## src/srdz_pkg.sv

```systemverilog
package srdz_pkg;

  localparam int SAMPLE_BITS = 16;
  localparam int FRAC_BITS   = 15;
  localparam int OUT_BITS    = FRAC_BITS + 1;
  localparam int REG_BITS    = 16;
  localparam int LEN_FRAC    = 8;
  localparam int MAG_BITS    = SAMPLE_BITS;
  localparam int SQ_BITS     = 2 * MAG_BITS;
  localparam int RAD_BITS    = SQ_BITS + 2 * LEN_FRAC;
  localparam int LEN_BITS    = RAD_BITS / 2;
  localparam int SQRT_STAGES = LEN_BITS;
  localparam int FQ_STAGES   = FRAC_BITS;
  localparam int FQ_BITS     = FRAC_BITS + 1;
  localparam int PROD_BITS   = MAG_BITS + FQ_BITS;
  localparam int DVD_BITS    = PROD_BITS + LEN_FRAC + 1;
  localparam int CQ_STAGES   = FRAC_BITS + 2;
  localparam int CFG_IDX_BITS = 2;

  localparam logic [CFG_IDX_BITS-1:0] REG_DEAD_ZONE = 2'd0;
  localparam logic [CFG_IDX_BITS-1:0] REG_MAX_VALUE = 2'd1;

  localparam logic [REG_BITS-1:0] DEAD_ZONE_RESET = 16'd8000;
  localparam logic [REG_BITS-1:0] MAX_VALUE_RESET = 16'd30000;

  typedef struct packed {
    logic signed [SAMPLE_BITS-1:0] stick_x;
    logic signed [SAMPLE_BITS-1:0] stick_y;
  } sample_t;

  typedef struct packed {
    logic signed [OUT_BITS-1:0] out_x;
    logic signed [OUT_BITS-1:0] out_y;
    logic                       in_dead_zone;
  } result_t;

  typedef struct packed {
    logic                nx;
    logic                ny;
    logic [MAG_BITS-1:0] ax;
    logic [MAG_BITS-1:0] ay;
    logic                dead;
  } side_t;

endpackage

```

## src/srdz_fdiv.sv

```systemverilog
module srdz_fdiv (
  input  logic                            clk,
  input  logic                            rst,
  input  logic                            en,
  input  logic                            in_vld,
  input  srdz_pkg::side_t                 in_side,
  input  logic [srdz_pkg::LEN_BITS-1:0]   in_len,
  input  logic                            in_full,
  input  logic [srdz_pkg::LEN_BITS-1:0]   in_num,
  input  logic [srdz_pkg::LEN_BITS-1:0]   in_den,
  output logic                            out_vld,
  output srdz_pkg::side_t                 out_side,
  output logic [srdz_pkg::LEN_BITS-1:0]   out_len,
  output logic                            out_full,
  output logic [srdz_pkg::FRAC_BITS-1:0]  out_quo
);
  import srdz_pkg::*;

  localparam int REM_BITS = LEN_BITS + 1;

  logic [REM_BITS-1:0]  rem  [FQ_STAGES];
  logic [FRAC_BITS-1:0] quo  [FQ_STAGES];
  logic [LEN_BITS-1:0]  den  [FQ_STAGES];
  logic [LEN_BITS-1:0]  len  [FQ_STAGES];
  logic                 full [FQ_STAGES];
  side_t                side [FQ_STAGES];
  logic                 vld  [FQ_STAGES];

  logic [REM_BITS-1:0]  rem_next [FQ_STAGES];
  logic [FRAC_BITS-1:0] quo_next [FQ_STAGES];

  always_comb begin
    logic [REM_BITS-1:0]  prem;
    logic [FRAC_BITS-1:0] pquo;
    logic [LEN_BITS-1:0]  pden;
    logic [REM_BITS-1:0]  rw;
    for (int i = 0; i < FQ_STAGES; i++) begin
      if (i == 0) begin
        prem = {1'b0, in_num};
        pquo = '0;
        pden = in_den;
      end else begin
        prem = rem[i-1];
        pquo = quo[i-1];
        pden = den[i-1];
      end
      rw = {prem[REM_BITS-2:0], 1'b0};
      if (rw >= {1'b0, pden}) begin
        rem_next[i] = rw - {1'b0, pden};
        quo_next[i] = {pquo[FRAC_BITS-2:0], 1'b1};
      end else begin
        rem_next[i] = rw;
        quo_next[i] = {pquo[FRAC_BITS-2:0], 1'b0};
      end
    end
  end

  always_ff @(posedge clk) begin
    if (rst) begin
      for (int i = 0; i < FQ_STAGES; i++) vld[i] <= 1'b0;
    end else if (en) begin
      for (int i = 0; i < FQ_STAGES; i++) vld[i] <= (i == 0) ? in_vld : vld[i-1];
    end
  end

  always_ff @(posedge clk) begin
    if (en) begin
      for (int i = 0; i < FQ_STAGES; i++) begin
        rem[i]  <= rem_next[i];
        quo[i]  <= quo_next[i];
        den[i]  <= (i == 0) ? in_den  : den[i-1];
        len[i]  <= (i == 0) ? in_len  : len[i-1];
        full[i] <= (i == 0) ? in_full : full[i-1];
        side[i] <= (i == 0) ? in_side : side[i-1];
      end
    end
  end

  assign out_vld  = vld[FQ_STAGES-1];
  assign out_side = side[FQ_STAGES-1];
  assign out_len  = len[FQ_STAGES-1];
  assign out_full = full[FQ_STAGES-1];
  assign out_quo  = quo[FQ_STAGES-1];

endmodule

```

## config.mk

```make
export PLATFORM = sky130hd
export DESIGN_NAME = srdz_fdiv
export DESIGN_NICKNAME = d
export VERILOG_FILES = /design/src/srdz_pkg.sv /design/src/srdz_fdiv.sv
export SDC_FILE = /design/constraint.sdc
export NUM_CORES = 2
export LEC_CHECK = 0
export ABC_AREA = 0
export BUFFER_PORTS_ARGS = -buffer_cell sky130_fd_sc_hd__buf_2
export CORE_ASPECT_RATIO = 0.7
export CORE_UTILIZATION = 30
export CTS_BUF_LIST = sky130_fd_sc_hd__clkbuf_2
export CTS_CLUSTER_SIZE = 10
export DETAILED_ROUTE_END_ITERATION = 8
export GPL_TIMING_DRIVEN = 1
export HOLD_SLACK_MARGIN = 0.15
export SETUP_SLACK_MARGIN = 0.15
export SLEW_MARGIN = 20
export SYNTH_ARGS = -nofsm -noshare
export SYNTH_HDL_FRONTEND = slang
export SYNTH_SLANG_ARGS = --single-unit
```

## constraint.sdc

```tcl
create_clock -name clk -period 3.72 [get_ports clk]
set_input_delay 0.558 -clock clk [delete_from_list [all_inputs] [get_ports clk]]
set_output_delay 0.558 -clock clk [all_outputs]
set_load 0.02 [all_outputs]
```

==> flow_summary.ini <==
[yosys]
synth_edf_count = 1707
postSynthCellCount = 4861
synthTopCellsByArea = edfxtp_1 (71%), ha_1 (6.2%), inv_1 (2.3%)
yosys-top-cells-count = edfxtp_1 (1707), inv_1 (443), ha_1 (359)
ys_types = 77
synth_nets = 5346
yosysWarnings = 0
yosysMostFrequentCell = edfxtp_1
async_reset_ff_share_pct = 0
synth.yosys.seq_area_share_pct = 70.9
avgSynthCellArea_sq_um = 14.9
netlist_area_sq_um = 72300
ys.flop_type = edfxtp_1
synth_seq_cells = 1707
synth_top_cell_by_area = edfxtp_1
yosysTopAreaCellShare_pct = 70.9

[timing]
skew_ns = 0.193
hold_violations = 0
drv_slew = 0
fin_crit_ns = 3.80
fmax_mhz = 263
setup-tns-final_ns = -0.635
worst_pin_slew_ns = 0.791
max_slew_margin_pct = 46.4
setup_slack_ns = -0.0806
fin_crit_sh_pct = 102
finalSetupViolCount = 16
rsz0062_at_grt = true

[die]
die_w_microns = 589
core-area_sq_um = 239000
die_area_sq_um = 243000
initial_core_util_pct = 30.2
die_h_microns = 413
row_count = 150
io_pins = 188

[critical_path]
cp_max_fo = 13
cp_common_cell = dlygate4sd3_1
crit_chain = dlygate4sd3_1 -> dlygate4sd3_1 -> buf_2 -> dlygate4sd3_1 -> inv_1 -> ha_1 -> nand4b_1 -> or4_4 -> nor4_4 -> a2111oi_4 -> o21a_2 -> buf_4 -> nand2_1 -> dlygate4sd3_1 -> o21ai_0
cp_slowest_cell = or4_4
worstSetupPathType = in -> reg
critPathRequiredTime_ns = 5.00
critPathCaptureType = flop
cp_data_arrival_time_ns = 5.08
cpPeakStageDelay_ns = 0.61
reg2reg_slack_ns = 0.08
reg2reg_to = rem[0][192]
r2r_start = den[0][145]
rr_worst_depth = 16
start_kind = primary input

[placement]
post-place-ws_ns = -0.0375
place.gp.congestion = 0.880
hpwl_mm = 89.8
port-buffer-count = 187

[layout]
multi_input_area_sq_um = 19700
nets = 6399
seq_area_sq_um = 51300
drive_gt1_share_pct = 21.3
nFillCells = 22752
area_growth_pct = 19.9

[clock_tree]
insertion_delay_ns = 1.61
cts_max_level = 5
cts_made_buffers = 410
clock-sinks = 1707
cts_max_path_buffers = 4
root_buffer = clkbuf_2
clkTransAtPathRegs_ns = 0.11
cts_tree = done

[route]
post-route-drc-count = 0
routed_wl_mm = 140
viasPerCell = 4.46
post_drt_wl_per_cell_microns = 14.9
ant_nets = 0
num_vias = 41882
dr.pass1.iters = 5
dr.first_iter.drc_count = 2333

[outcome]
status = complete, but fails checks
violations = setup timing

[job]
drv_cap = 0

[min_path]
min_path_type = reg -> reg
worstHoldStart = den[0][123]
hold_end = den[0][147]
holdPathStages = 0

[global_routing]
grt_usage_pct = 11.0
antenna_found_initial = 5
grt_max_degree = 128
overflow = 0
grt_pass1_wl_mm = 216
grt_pass1_vias = 41379

[power_and_ir_drop]
p_leak_nw = 33.8
power_density_nw_per_um2 = 699
peakVddDrop_uv = 321
[routing by layer]
layer  GRT usage, %  up-vias  wire length, microns
li1               -    20473                     -
met1           15.2    19740                 67200
met2           16.3     1271                 59900
met3           2.55      398                  8030
met4           4.95        0                  5190
met5              0        -                     0
[cell families (layout without fill, tap and decap cells)]
family                   Yosys count  count (layout)  synth area share (%)
flip-flops                      1707            1707                  70.9
AO/OA/AOI/OAI                    986             988                  8.56
AND/OR/NAND/NOR                  836             836                  5.48
buffers and inverters            553            1885                  3.10
adder cells (fa/ha/maj)          373             373                  6.60
XOR/XNOR                         264             264                  3.20
multiplexers                     142             142                  2.20
other                              0               3                     0
[sequential cells by signal, indices dropped and copies added, names as in the netlist]
signal  count
den       336
full       15
vld        15
len       360
quo       120
rem       336
side      525
[worst max path at each step]
stage	slack [ns]	endpoint	startpoint
2_1_floorplan	0.26	rem[1][29]	rem[1][4]
3_3_place_gp	-0.03	rem[1][31]	rem[1][1]
3_5_place_dp	-0.04	rem[0][195]	den[0][145]
4_1_cts	0.07	rem[0][192]	den[0][146]
5_1_grt	-0.07	rem[0][192]	den[0][145]
6_report	-0.08	rem[0][20]	in_den[21]
[layout make-up]
cell class	instances	area share, %
Antenna cell	3	0.00866
Clock buffer	568	3.28
Clock inverter	125	0.841
Inverter	444	1.92
Multi-Input combinational cell	2603	22.7
Sequential cell	1707	59.1
Tap cell	3192	4.61
Timing Repair Buffer	748	7.54
[critical path: cells and delay by family]
family | cells | cell delay [ns]
simple gates | 4 | 1.27
fa+ha+maj | 1 | 0.31
buf+inv | 7 | 2.50
compound gates | 3 | 0.42
[per-stage QoR]
stage	area, sq um	total power [mW]	utilization, %	std cells	hold WS (ns)
after global placement	78200	46.3	32.7	8283	0.400
after floorplan	72300	40.9	-	4861	0.400
final	86700	60.6	36.2	9390	0.339
after CTS	85400	59.8	35.7	9322	0.186
after global routing	86700	64.8	36.2	9390	0.290
after detailed placement	78200	46.6	32.7	8283	0.405
[placed cells by master (no fill, tap or decap), types with 27 or more instances in the layout]
master / Yosys / routed
nor2_1: 257 / 248
clkbuf_2: 0 / 568
inv_1: 443 / 434
xnor2_1: 159 / 159
nand2b_1: 59 / 59
o21ai_0: 237 / 217
nor3_1: 36 / 35
clkinv_1: 0 / 76
a21oi_1: 297 / 283
buf_2: 18 / 186
nand2_1: 225 / 224
nand3_1: 53 / 53
mux2_2: 135 / 120
edfxtp_1: 1707 / 1707
clkinv_2: 0 / 30
xor2_1: 105 / 105
nor2b_1: 54 / 50
a21o_1: 142 / 142
o21a_1: 54 / 53
buf_12: 0 / 27
o21bai_1: 30 / 29
ha_1: 359 / 337
buf_4: 39 / 185
nand4_1: 46 / 46
dlygate4sd3_1: 0 / 329
[timing repair]
item | CTS | global route
pin swaps | 26 | 52
setup endpoints to repair | 196 | 255
gates resized for setup | 47 | 141
cloned | 2 | 11
hold endpoints to repair | 1831 | 1
buffers inserted | 14 | 55
hold buffers | 330 | 1
[report_power, final]
group / total (mW) / internal [mW] / leakage [nW] / switching (mW)
clock: 11.9 / 4.61 / 2.74 / 7.30
combinational: 21.6 / 10.5 / 14.4 / 11.1
sequential: 27.1 / 25.3 / 16.7 / 1.75
Power figures use the tool's default switching activity.
