**src/srdz_pkg.sv**
```systemverilog
package srdz_pkg;

  localparam int SAMPLE_BITS = 16;
  localparam int FRAC_BITS   = 15;
  localparam int OUT_BITS    = FRAC_BITS + 1;
  localparam int REG_BITS    = 16;
  localparam int LEN_FRAC    = 8;
  localparam int MAG_BITS    = SAMPLE_BITS;
  localparam int SQ_BITS     = 2 * MAG_BITS;
  localparam int RAD_BITS    = SQ_BITS + 2 * LEN_FRAC;
  localparam int LEN_BITS    = RAD_BITS / 2;
  localparam int SQRT_STAGES = LEN_BITS;
  localparam int FQ_STAGES   = FRAC_BITS;
  localparam int FQ_BITS     = FRAC_BITS + 1;
  localparam int PROD_BITS   = MAG_BITS + FQ_BITS;
  localparam int DVD_BITS    = PROD_BITS + LEN_FRAC + 1;
  localparam int CQ_STAGES   = FRAC_BITS + 2;
  localparam int CFG_IDX_BITS = 2;

  localparam logic [CFG_IDX_BITS-1:0] REG_DEAD_ZONE = 2'd0;
  localparam logic [CFG_IDX_BITS-1:0] REG_MAX_VALUE = 2'd1;

  localparam logic [REG_BITS-1:0] DEAD_ZONE_RESET = 16'd8000;
  localparam logic [REG_BITS-1:0] MAX_VALUE_RESET = 16'd30000;

  typedef struct packed {
    logic signed [SAMPLE_BITS-1:0] stick_x;
    logic signed [SAMPLE_BITS-1:0] stick_y;
  } sample_t;

  typedef struct packed {
    logic signed [OUT_BITS-1:0] out_x;
    logic signed [OUT_BITS-1:0] out_y;
    logic                       in_dead_zone;
  } result_t;

  typedef struct packed {
    logic                nx;
    logic                ny;
    logic [MAG_BITS-1:0] ax;
    logic [MAG_BITS-1:0] ay;
    logic                dead;
  } side_t;

endpackage

```
**src/srdz_cdiv.sv**
```systemverilog
module srdz_cdiv (
  input  logic                            clk,
  input  logic                            rst,
  input  logic                            en,
  input  logic                            in_vld,
  input  srdz_pkg::side_t                 in_side,
  input  logic [srdz_pkg::LEN_BITS-1:0]   in_len,
  input  logic [srdz_pkg::DVD_BITS-1:0]   in_dx,
  input  logic [srdz_pkg::DVD_BITS-1:0]   in_dy,
  output logic                            out_vld,
  output srdz_pkg::side_t                 out_side,
  output logic [srdz_pkg::LEN_BITS-1:0]   out_len,
  output logic [srdz_pkg::CQ_STAGES-1:0]  out_qx,
  output logic [srdz_pkg::CQ_STAGES-1:0]  out_qy
);
  import srdz_pkg::*;

  localparam int REM_BITS = LEN_BITS + 1;
  localparam int HI_BITS  = DVD_BITS - CQ_STAGES;

  logic [REM_BITS-1:0]  rx   [CQ_STAGES];
  logic [REM_BITS-1:0]  ry   [CQ_STAGES];
  logic [CQ_STAGES-1:0] lx   [CQ_STAGES];
  logic [CQ_STAGES-1:0] ly   [CQ_STAGES];
  logic [LEN_BITS-1:0]  len  [CQ_STAGES];
  side_t                side [CQ_STAGES];
  logic                 vld  [CQ_STAGES];

  logic [REM_BITS-1:0]  rx_next [CQ_STAGES];
  logic [REM_BITS-1:0]  ry_next [CQ_STAGES];
  logic [CQ_STAGES-1:0] lx_next [CQ_STAGES];
  logic [CQ_STAGES-1:0] ly_next [CQ_STAGES];

  always_comb begin
    logic [REM_BITS-1:0]  prx, pry;
    logic [CQ_STAGES-1:0] plx, ply;
    logic [LEN_BITS-1:0]  plen;
    logic [REM_BITS-1:0]  wx, wy, dv;
    for (int i = 0; i < CQ_STAGES; i++) begin
      if (i == 0) begin
        prx  = REM_BITS'(in_dx[DVD_BITS-1 -: HI_BITS]);
        pry  = REM_BITS'(in_dy[DVD_BITS-1 -: HI_BITS]);
        plx  = in_dx[CQ_STAGES-1:0];
        ply  = in_dy[CQ_STAGES-1:0];
        plen = in_len;
      end else begin
        prx  = rx[i-1];
        pry  = ry[i-1];
        plx  = lx[i-1];
        ply  = ly[i-1];
        plen = len[i-1];
      end
      dv = {1'b0, plen};
      wx = {prx[REM_BITS-2:0], plx[CQ_STAGES-1]};
      wy = {pry[REM_BITS-2:0], ply[CQ_STAGES-1]};
      if (wx >= dv) begin
        rx_next[i] = wx - dv;
        lx_next[i] = {plx[CQ_STAGES-2:0], 1'b1};
      end else begin
        rx_next[i] = wx;
        lx_next[i] = {plx[CQ_STAGES-2:0], 1'b0};
      end
      if (wy >= dv) begin
        ry_next[i] = wy - dv;
        ly_next[i] = {ply[CQ_STAGES-2:0], 1'b1};
      end else begin
        ry_next[i] = wy;
        ly_next[i] = {ply[CQ_STAGES-2:0], 1'b0};
      end
    end
  end

  always_ff @(posedge clk) begin
    if (rst) begin
      for (int i = 0; i < CQ_STAGES; i++) vld[i] <= 1'b0;
    end else if (en) begin
      for (int i = 0; i < CQ_STAGES; i++) vld[i] <= (i == 0) ? in_vld : vld[i-1];
    end
  end

  always_ff @(posedge clk) begin
    if (en) begin
      for (int i = 0; i < CQ_STAGES; i++) begin
        rx[i]   <= rx_next[i];
        ry[i]   <= ry_next[i];
        lx[i]   <= lx_next[i];
        ly[i]   <= ly_next[i];
        len[i]  <= (i == 0) ? in_len  : len[i-1];
        side[i] <= (i == 0) ? in_side : side[i-1];
      end
    end
  end

  assign out_vld  = vld[CQ_STAGES-1];
  assign out_side = side[CQ_STAGES-1];
  assign out_len  = len[CQ_STAGES-1];
  assign out_qx   = lx[CQ_STAGES-1];
  assign out_qy   = ly[CQ_STAGES-1];

endmodule

```
**config.mk**
```make
export PLATFORM = sky130hd
export DESIGN_NAME = srdz_cdiv
export DESIGN_NICKNAME = d
export VERILOG_FILES = /design/src/srdz_pkg.sv /design/src/srdz_cdiv.sv
export SDC_FILE = /design/constraint.sdc
export NUM_CORES = 2
export LEC_CHECK = 0
export ABC_AREA = 0
export ABC_CLOCK_PERIOD_IN_PS = 3100
export BUFFER_PORTS_ARGS = -buffer_cell sky130_fd_sc_hd__clkbuf_2
export CAP_MARGIN = 40
export CORE_MARGIN = 10
export CORE_UTILIZATION = 55
export CTS_CLUSTER_SIZE = 10
export DETAILED_ROUTE_END_ITERATION = 16
export PLACE_DENSITY_LB_ADDON = 0.1
export SLEW_MARGIN = 20
export SYNTH_ARGS = -nofsm -noshare
export SYNTH_HDL_FRONTEND = slang
export SYNTH_SLANG_ARGS = --single-unit
```
**constraint.sdc**
```tcl
create_clock -name clk -period 3.1 [get_ports clk]
set_input_delay 0.155 -clock clk [delete_from_list [all_inputs] [get_ports clk]]
set_output_delay 0.155 -clock clk [all_outputs]
set_load 0.02 [all_outputs]
```
==> impl_metrics.csv <==
group,metric,value,unit
critical_path,cp-end-kind,"flip-flop",
power,p_leak,64.01,nW
global_routing,first_global_vias,89200,
clocking,cts_tree,"built",
global_routing,grt_pass1_wl,543.5,mm
floorplanning,die_area,0.2384,mm²
synthesis,syn_avg_cell_area,12.86,µm²
timing,drv_slew,0,
routing,drtAntennaViolNets,0,
critical_path,cp.arrival,4.22,ns
critical_path,crit_path_end,"rx[0][396]$_DFFE_PP_",
clocking,worstSkewPairLatency,1.00,ns
cells_and_area,fin_util,0.7135,
critical_path,cp.required,3.76,ns
floorplanning,chipWidth,488.3,µm
global_routing,antenna_found_initial,11,
clocking,cts_htree_levels,5,
power,powerDensity,1066,mW/mm²
synthesis,ys_ff_latch,2366,
synthesis,ys_types,100,
routing,drt_first_iter_violations,8003,
power,ir_drop,0.6197,mV
timing,worst_pin_slew,0.7189,ns
synthesis,syn_area,0.1206,mm²
clocking,clockBufferDepth,4,
status,status,"complete, but fails checks",
synthesis,synth_cells,9380,
floorplanning,std_cell_rows,171,
global_routing,grt_max_degree,94,
placed_design,gp_congestion,0.9488,
synthesis,synthArstFlopShare,0,
timing,hold_violations,0,
synthesis,synthFlopType,"edfxtp_1",
clocking,cts-root-buf,"clkbuf_16",
critical_path,cp_slowest_stage_delay,0.46,ns
routing,firstDrtPassIters,7,
critical_path,r2r-start,"rx[0][351]$_DFFE_PP_",
cells_and_area,stdcell_count,14780,
job,drv_cap,0,
routing,vias,87020,
floorplanning,core_area,0.2176,mm²
critical_path,r2r-end,"rx[0][396]$_DFFE_PP_",
routing,drc,0,
floorplanning,die_h,488.3,µm
critical_path,crit_chain,"ha_1 -> o21a_1 -> o31a_1 -> o211ai_1 -> buf_4 -> a211oi_4 -> o41ai_2 -> buf_4 -> nand3b_1 -> nand3_2 -> a31oi_4 -> buf_4 -> buf_12 -> buf_12 -> mux2_4",
critical_path,crit_top_cell,"buf_4",
clocking,clkTransAtPathRegs,0.06,ns
critical_path,cp-startpoint,"rx[0][351]$_DFFE_PP_",
timing,fmaxAchievable,0.2808,GHz
routing,wl_per_cell,24.77,µm
hold_path,min_path_cells,3,
global_routing,track_usage,0.2985,
critical_path,worstPathMaxFanout,6,
placed_design,placed_cells,13860,
synthesis,yosys_warnings,0,
timing,worst_slack,-0.4609,ns
timing,rsz0062_at_grt,"yes",
routing,vias_per_cell,5.889,
timing,setup_violations,595,
timing,holdWs,0.08874,ns
cells_and_area,final_common_cell,"edfxtp_1",
placed_design,post-dp-hpwl,247.7,mm
synthesis,synth_edf_count,2366,
timing,min_period_over_period,1.149,
synthesis,seq_area_frac_synth,0.5892,
cells_and_area,areaGrowthSynthToFinish,28.75,%
hold_path,hold_path_class,"in -> reg",
critical_path,cpLargestDelayFamily,"compound AO/OA/AOI/OAI gates",
clocking,clkSinkCount,2366,
cells_and_area,layout_common_cells,"edfxtp_1 (2,366), buf_4 (1,762), ha_1 (737), a21oi_1 (617), inv_1 (575)",
routing,wl,366.0,mm
global_routing,grt_overflow,0,
critical_path,worstPathBufferInverterCount,5,
cells_and_area,drive_gt1_frac,0.3023,
cells_and_area,fin_nets,12840,
synthesis,synth_nets,10370,
power,finalPower,165.6,mW
status,violations,"setup timing",
critical_path,r2r_setup_slack,-0.46,ns
placed_design,portBuffers,238,
floorplanning,initial_core_util,0.5542,
critical_path,crit_type,"reg -> reg",
critical_path,cp.depth,15,
critical_path,crit_slowest_cell,"edfxtp_1",
critical_path,startpoint_type,"flip-flop",
timing,fin_worst_skew,0.1061,ns
critical_path,r2r_cells,15,
floorplanning,ios,239,
clocking,cts_buffers,297,
timing,fin_crit,3.561,ns
timing,relSlewSlack,0.5157,
## per-layer routing
metal / share of wire / global-route usage / up-vias
li1: - / - / 40070
met4: 0.053 / 0.1321 / 4
met3: 0.070 / 0.05175 / 910
met2: 0.48 / 0.5005 / 3614
met1: 0.40 / 0.3813 / 42430
met5: 0.000087 / 0 / -
## synth_stat cells, types with 49 or more instances
master / n / area, µm²
mux2i_1: 58 / 580.6
nand2_1: 496 / 1862
nand4_1: 123 / 769.5
a21oi_1: 705 / 3528
a31oi_1: 81 / 506.7
xnor2_1: 397 / 3477
and3_1: 59 / 369.1
xor2_1: 214 / 1874
nor3_1: 105 / 525.5
o31ai_1: 58 / 435.4
and2_1: 49 / 306.5
nor2_1: 519 / 1948
ha_1: 816 / 10210
inv_1: 618 / 2320
nand3_1: 142 / 710.7
clkbuf_1: 116 / 435.4
a211oi_1: 77 / 578.1
nor2b_1: 113 / 706.9
nand2b_1: 101 / 631.9
buf_4: 99 / 743.2
mux2_2: 476 / 5360
o21a_1: 113 / 848.3
o21ai_0: 448 / 2242
edfxtp_1: 2366 / 71050
o21bai_1: 83 / 623.1
a21o_1: 351 / 2635
## where the power goes
part           internal, mW  total, mW  leakage (nW)  switching, mW
logic                  42.4       84.1          37.0           41.6
registers              45.7       51.1          23.1           5.42
clock network          17.6       30.4          3.93           12.8
## layout make-up
cell class | instances | area [µm²]
multi-input cells | 6133 | 49810
clock buffers | 331 | 7666
well taps | 2854 | 3571
diodes | 6 | 15.01
clock inverters | 40 | 352.8
flip-flops and latches | 2366 | 71050
inverters | 622 | 2340
repair buffers | 2424 | 20460
fillers | 14490 | 62330
## stage by stage
step	setup TNS (ns)	instance area [µm²]	worst slack, ns
2_1_floorplan	-5.794	121000	-0.1212
3_3_place_gp	-124.42	137500	-0.4741
3_5_place_dp	-157.19	137500	-0.5020
4_1_cts	-62.71	154200	-0.3884
5_1_grt	-158.36	155300	-0.5277
6_report	-94.78	155300	-0.4609
## registers in the layout, summed over array words and instances, names as in the netlist
register  cells
len         408
lx          289
ly          289
rx          384
ry          384
side        595
vld          17
## worst min-delay path, delay by kind of cell
family,cells,cell delay (ns)
buffers and inverters,3,0.74
## cells by family after synthesis
family          after synthesis  synth area share
fa+ha+maj                   848           0.08998
compound gates             2267            0.1204
flops                      2366            0.5892
simple gates               1857           0.07371
buf+inv                     881           0.03116
mux                         550           0.05125
xor+xnor                    611           0.04438
## timing repair
item,CTS,global route
buffers inserted,238,39
endpoints found under the setup margin,722,740
hold endpoints to repair,401,4
pin swaps,211,82
hold buffers,228,2
gates resized for setup,785,179
cloned,55,2
## how the worst min path moves through the flow
stage	start	end	slack (ns)
3_5_place_dp	in_side[23]	side[0][23]$_DFFE_PP_	0.33
6_report	in_len[8]	len[0][8]$_DFFE_PP_	0.09
5_1_grt	in_dx[9]	lx[0][10]$_DFFE_PP_	0.05
2_1_floorplan	in_len[0]	len[0][0]$_DFFE_PP_	0.25
3_3_place_gp	in_dx[3]	lx[0][4]$_DFFE_PP_	0.33
4_1_cts	in_len[2]	rx[0][2]$_DFFE_PP_	0.002
Note: power is estimated with default switching activity, not from simulation.
