### src/srdz_pkg.sv
package srdz_pkg;

  localparam int SAMPLE_BITS = 16;
  localparam int FRAC_BITS   = 15;
  localparam int OUT_BITS    = FRAC_BITS + 1;
  localparam int REG_BITS    = 16;
  localparam int LEN_FRAC    = 8;
  localparam int MAG_BITS    = SAMPLE_BITS;
  localparam int SQ_BITS     = 2 * MAG_BITS;
  localparam int RAD_BITS    = SQ_BITS + 2 * LEN_FRAC;
  localparam int LEN_BITS    = RAD_BITS / 2;
  localparam int SQRT_STAGES = LEN_BITS;
  localparam int FQ_STAGES   = FRAC_BITS;
  localparam int FQ_BITS     = FRAC_BITS + 1;
  localparam int PROD_BITS   = MAG_BITS + FQ_BITS;
  localparam int DVD_BITS    = PROD_BITS + LEN_FRAC + 1;
  localparam int CQ_STAGES   = FRAC_BITS + 2;
  localparam int CFG_IDX_BITS = 2;

  localparam logic [CFG_IDX_BITS-1:0] REG_DEAD_ZONE = 2'd0;
  localparam logic [CFG_IDX_BITS-1:0] REG_MAX_VALUE = 2'd1;

  localparam logic [REG_BITS-1:0] DEAD_ZONE_RESET = 16'd8000;
  localparam logic [REG_BITS-1:0] MAX_VALUE_RESET = 16'd30000;

  typedef struct packed {
    logic signed [SAMPLE_BITS-1:0] stick_x;
    logic signed [SAMPLE_BITS-1:0] stick_y;
  } sample_t;

  typedef struct packed {
    logic signed [OUT_BITS-1:0] out_x;
    logic signed [OUT_BITS-1:0] out_y;
    logic                       in_dead_zone;
  } result_t;

  typedef struct packed {
    logic                nx;
    logic                ny;
    logic [MAG_BITS-1:0] ax;
    logic [MAG_BITS-1:0] ay;
    logic                dead;
  } side_t;

endpackage

### src/srdz_sqrt.sv
module srdz_sqrt (
  input  logic                            clk,
  input  logic                            rst,
  input  logic                            en,
  input  logic                            in_vld,
  input  srdz_pkg::side_t                 in_side,
  input  logic [srdz_pkg::SQ_BITS-1:0]    in_sq,
  output logic                            out_vld,
  output srdz_pkg::side_t                 out_side,
  output logic [srdz_pkg::LEN_BITS-1:0]   out_len
);
  import srdz_pkg::*;

  localparam int REM_BITS = LEN_BITS + 3;

  logic [REM_BITS-1:0] rem  [SQRT_STAGES];
  logic [LEN_BITS-1:0] root [SQRT_STAGES];
  logic [RAD_BITS-1:0] rad  [SQRT_STAGES];
  side_t               side [SQRT_STAGES];
  logic                vld  [SQRT_STAGES];

  logic [REM_BITS-1:0] rem_next  [SQRT_STAGES];
  logic [LEN_BITS-1:0] root_next [SQRT_STAGES];
  logic [RAD_BITS-1:0] rad_next  [SQRT_STAGES];

  always_comb begin
    logic [REM_BITS-1:0] prem;
    logic [LEN_BITS-1:0] proot;
    logic [RAD_BITS-1:0] prad;
    logic [REM_BITS-1:0] rw;
    logic [REM_BITS-1:0] trial;
    for (int i = 0; i < SQRT_STAGES; i++) begin
      if (i == 0) begin
        prem  = '0;
        proot = '0;
        prad  = {in_sq, {(2*LEN_FRAC){1'b0}}};
      end else begin
        prem  = rem[i-1];
        proot = root[i-1];
        prad  = rad[i-1];
      end
      rw    = {prem[REM_BITS-3:0], prad[RAD_BITS-1 -: 2]};
      trial = {1'b0, proot, 2'b01};
      if (rw >= trial) begin
        rem_next[i]  = rw - trial;
        root_next[i] = {proot[LEN_BITS-2:0], 1'b1};
      end else begin
        rem_next[i]  = rw;
        root_next[i] = {proot[LEN_BITS-2:0], 1'b0};
      end
      rad_next[i] = {prad[RAD_BITS-3:0], 2'b00};
    end
  end

  always_ff @(posedge clk) begin
    if (rst) begin
      for (int i = 0; i < SQRT_STAGES; i++) vld[i] <= 1'b0;
    end else if (en) begin
      for (int i = 0; i < SQRT_STAGES; i++) vld[i] <= (i == 0) ? in_vld : vld[i-1];
    end
  end

  always_ff @(posedge clk) begin
    if (en) begin
      for (int i = 0; i < SQRT_STAGES; i++) begin
        rem[i]  <= rem_next[i];
        root[i] <= root_next[i];
        rad[i]  <= rad_next[i];
        side[i] <= (i == 0) ? in_side : side[i-1];
      end
    end
  end

  assign out_vld  = vld[SQRT_STAGES-1];
  assign out_side = side[SQRT_STAGES-1];
  assign out_len  = root[SQRT_STAGES-1];

endmodule

### config.mk
export PLATFORM = sky130hd
export DESIGN_NAME = srdz_sqrt
export DESIGN_NICKNAME = d
export VERILOG_FILES = /design/src/srdz_pkg.sv /design/src/srdz_sqrt.sv
export SDC_FILE = /design/constraint.sdc
export NUM_CORES = 2
export LEC_CHECK = 0
export BUFFER_PORTS_ARGS = -buffer_cell sky130_fd_sc_hd__buf_4
export CORE_MARGIN = 4
export CORE_UTILIZATION = 50
export CTS_CLUSTER_DIAMETER = 50
export DETAILED_ROUTE_END_ITERATION = 12
export PLACE_DENSITY = 0.71
export SLEW_MARGIN = 25
export SYNTH_ARGS = -nofsm -noshare
export SYNTH_HDL_FRONTEND = slang
export SYNTH_SLANG_ARGS = --single-unit
### constraint.sdc
create_clock -name clk -period 3.3 [get_ports clk]
set_clock_uncertainty 0.2 [all_clocks]
set_input_delay 0.99 -clock clk [delete_from_list [all_inputs] [get_ports clk]]
set_output_delay 0.99 -clock clk [all_outputs]
set_load 0.02 [all_outputs]
==> flow_metrics.py <==
metrics = {
    "status": {
        "outcome": "finished, violations left",
        "failed_checks": "negative setup slack",
    },
    "setup_path": {
        "worst_ep_required_time_ns": 3.66,
        "slowest_stage": "sky130_fd_sc_hd__edfxtp_1",
        "timing.critical_path.arrival_ns": 3.78,
        "startpoint_type": "register",
        "slowest_delay_ns": 0.41,
        "worst_setup_path_end_kind": "register",
        "critical_path.n_buffers_inverters": 1,
        "setup.reg_to_reg.worst_slack_ns": -0.12,
        "worst_r2r_endpoint": "rem[2][159]$_DFFE_PP_",
        "reg2reg_depth": 11,
        "cp_cell_sequence": "ha_2, inv_2, fa_2, nor2b_2, o31a_1, o311a_1, o311ai_4, a31oi_2, a221o_1, a211oi_2, mux2_4",
        "crit_family": "compound AO/OA/AOI/OAI gates",
        "worst_setup_path_class": "reg -> reg",
        "reg2reg_from": "rem[2][108]$_SDFFCE_PP0P_",
        "worst_path_fanout_max": 2,
    },
    "place": {
        "detailed_place.area_mm2": 0.0856,
        "routabilityCongestion": 0.896,
        "pre_cts_slack_ns": -0.263,
        "place.port_buffers": 130,
        "hpwlAfterDp_mm": 88.9,
    },
    "routing": {
        "first_iter_violations": 3182,
        "drcViolationCount": 0,
        "avgRoutedWirePerCell_um": 16.2,
        "routed_wirelength_mm": 132,
        "antenna_left": 0,
        "vias_per_cell": 5.25,
        "drt-pass1-iter-count": 6,
        "vias": 42800,
    },
    "power": {
        "internal_power_mw": 46.9,
        "p_total_mw": 62.4,
        "irDropWorstVdd_mv": 0.560,
        "power.share.switching_pct": 24.9,
        "power.leakage_nw": 34.7,
        "share_comb_of_total_power_pct": 14.0,
        "power.share.sequential_pct": 50.3,
        "p_clk_share_pct": 35.7,
        "power_switching_mw": 15.5,
        "power.density_cell_area_mw_per_mm2": 672,
    },
    "clock_network": {
        "clk-insertion-delay-late_ns": 0.82,
        "cts-buffers-inserted": 208,
        "htree_levels": 4,
        "cts.sinks": 1939,
        "clkSlewWorstSetupHoldPaths_ns": 0.06,
        "max-clock-path-buffers": 3,
        "tritoncts": "done",
        "ctsHoldBuffers": 0,
        "ctsRootBufferMaster": "sky130_fd_sc_hd__clkbuf_16",
    },
    "logic_synthesis": {
        "avgSynthCellArea_um2": 15.0,
        "yosysUniqueCellTypes": 84,
        "ys_async_sr_fraction_pct": 0,
        "post_synthesis_cell_area_mm2": 0.0807,
        "count_of_flip_flops_with_a_built_in_enable_after_synthesis": 1939,
        "ys_dominant_reg_cell": "sky130_fd_sc_hd__edfxtp_1",
        "synth.yosys.seq_area_share_pct": 72.2,
        "yosys_register_bits": 1939,
        "post_synthesis_net_count": 5779,
        "post_synthesis_instance_total": 5391,
        "yosysWarnings": 0,
    },
    "finish": {
        "final-seq-area_mm2": 0.0582,
        "filler_cell_count": 12300,
        "final_nets": 6197,
        "multi_input_comb_area_mm2": 0.0208,
        "final_design_area_no_fill_mm2": 0.0929,
        "area_growth_syn_to_layout_pct": 15.1,
        "drive_above_1_share_pct": 14.4,
        "insertedDiodeCount": 0,
        "final_core_utilization_pct": 57.9,
    },
    "floorplan": {
        "ios": 131,
        "die_h_um": 410,
        "design.die.area_mm2": 0.168,
        "design.core.area_mm2": 0.160,
        "rows": 147,
        "die_x_um": 410,
        "start_util_pct": 50.3,
    },
    "min_path": {
        "hold_path_class": "in -> reg",
        "min-delay-start": "in_sq[18]",
        "worstHoldEndpoint": "rad[0][34]$_DFFE_PP_",
        "worst_hold_path.num_cells": 1,
    },
    "timing": {
        "worst_slack_ns": -0.125,
        "slew_violations": 0,
        "hold_viol_final": 0,
        "finalSetupViolCount": 2,
        "achievable-frequency_ghz": 0.292,
        "worst_slew_margin_rel_pct": 40.6,
        "rsz0062_at_grt": "yes",
        "final.min_clock_period_ns": 3.42,
        "final_min_period_over_clock_period_pct": 104,
        "worst_slew_pin_slew_ns": 0.884,
    },
    "global_routing": {
        "grt_first_pass_wirelength_mm": 216,
        "pin_count_of_the_biggest_net_entering_global_routing": 126,
        "grt_pass1_vias": 42800,
        "grt_util_all_layers_pct": 15.7,
        "global_route.overflow_total": 0,
        "antenna_found_initial": 4,
    },
    "run": {
        "max_cap_viol_count": 0,
    },
}
final cells by class:
| cell class | instances | area share, % |
|---|---|---|
| timing repair buffer | 343 | 3.21 |
| tap | 2160 | 2.91 |
| sequential | 1939 | 62.7 |
| clock buffer | 241 | 5.74 |
| multi-input combinational | 2911 | 22.3 |
| clock inverter | 141 | 1.48 |
| inverter | 406 | 1.64 |
repair_timing:
item | CTS | global route
buffers inserted | 2 | 14
gates resized for setup | 19 | 89
endpoints found under the setup margin | 15 | 160
pin swaps | 9 | 19
cell families (layout without fill, tap and decap cells):
kind of cell / Yosys count / count (layout) / share of synthesized area (%)
flops: 1939 / 1939 / 72.2
simple gates: 1211 / 1211 / 7.58
fa+ha+maj: 317 / 317 / 4.98
xor+xnor: 413 / 413 / 4.48
compound gates: 897 / 897 / 7.00
other cells: 1 / 1 / 0.00465
mux: 72 / 72 / 0.992
buf+inv: 541 / 1131 / 2.80
cell usage after synthesis, types with 68 or more instances:
master | instances | share of area, %
sky130_fd_sc_hd__a21oi_1 | 253 | 1.6
sky130_fd_sc_hd__nor2_1 | 292 | 1.4
sky130_fd_sc_hd__clkbuf_1 | 68 | 0.32
sky130_fd_sc_hd__edfxtp_1 | 1939 | 72
sky130_fd_sc_hd__nand3_1 | 72 | 0.45
sky130_fd_sc_hd__inv_1 | 405 | 1.9
sky130_fd_sc_hd__a21o_1 | 96 | 0.89
sky130_fd_sc_hd__o21ai_0 | 241 | 1.5
sky130_fd_sc_hd__nand2_1 | 274 | 1.3
sky130_fd_sc_hd__nor3_1 | 139 | 0.86
sky130_fd_sc_hd__xor2_1 | 207 | 2.2
sky130_fd_sc_hd__ha_1 | 310 | 4.8
sky130_fd_sc_hd__xnor2_1 | 206 | 2.2
registers in the layout, summed over array words and instances, names as in the netlist:
register  cells
vld          24
rad         240
rem         535
side        840
root        300
cell usage in the layout, fill, tap and decap left out, types with 45 or more instances in the layout:
cell type,n
sky130_fd_sc_hd__edfxtp_1,1939
sky130_fd_sc_hd__inv_1,403
sky130_fd_sc_hd__buf_4,311
sky130_fd_sc_hd__ha_1,303
sky130_fd_sc_hd__nor2_1,290
sky130_fd_sc_hd__nand2_1,272
sky130_fd_sc_hd__a21oi_1,243
sky130_fd_sc_hd__o21ai_0,227
sky130_fd_sc_hd__clkbuf_16,208
sky130_fd_sc_hd__xor2_1,207
sky130_fd_sc_hd__xnor2_1,206
sky130_fd_sc_hd__nor3_1,135
sky130_fd_sc_hd__a21o_1,96
sky130_fd_sc_hd__nand3_1,72
sky130_fd_sc_hd__mux2_2,62
sky130_fd_sc_hd__nand2b_1,59
sky130_fd_sc_hd__o21a_1,56
sky130_fd_sc_hd__nor4_1,51
sky130_fd_sc_hd__nor2b_1,47
sky130_fd_sc_hd__nand4_1,45
power by group through the flow:
stage	Sequential, mW	Combinational (mW)	Clock, mW
floorplan	31.4	5.99	0
global placement	31.8	8.20	0
detailed placement	31.9	8.39	0
finish	31.4	8.71	22.3
global route	31.6	9.71	24.2
CTS	31.4	8.50	23.1
how the worst max path moves through the flow:
| stage | startpoint | endpoint | slack (ns) | cells past startpoint |
|---|---|---|---|---|
| finish | rem[2][108]$_SDFFCE_PP0P_ | rem[2][159]$_DFFE_PP_ | -0.12 | 11 |
| global route | rem[2][108]$_SDFFCE_PP0P_ | rem[2][159]$_DFFE_PP_ | -0.23 | 11 |
| CTS | rem[2][108]$_SDFFCE_PP0P_ | rem[2][159]$_DFFE_PP_ | -0.17 | 11 |
| detailed placement | root[2][96]$_DFFE_PP_ | rem[2][159]$_DFFE_PP_ | -0.26 | 12 |
| global placement | root[2][96]$_DFFE_PP_ | rem[2][159]$_DFFE_PP_ | -0.27 | 12 |
| floorplan | rem[2][108]$_SDFFCE_PP0P_ | rem[2][159]$_DFFE_PP_ | 0.02 | 11 |
per-stage QoR:
step | cells | TNS [ns] | hold slack (ns)
global placement | 7743 | -0.804 | 0.200
detailed placement | 7743 | -1.02 | 0.205
global route | 8141 | -0.548 | 0.0672
CTS | 8127 | -0.334 | 0.0430
finish | 8141 | -0.234 | 0.141
floorplan | 5391 | 0 | 0.200
metal layers:
metal  routed length (um)  share of wire, %  vias to the layer above  track usage (%)
met5                    0                 0                        -                0
met4                 4710               3.6                        0             6.36
met3                 6390               4.8                      328             2.97
met2                63500                48                      938             26.1
met1                57600                44                    20500             20.3
li1                     -                 -                    21000                -
(Power assumes the default switching activity.)
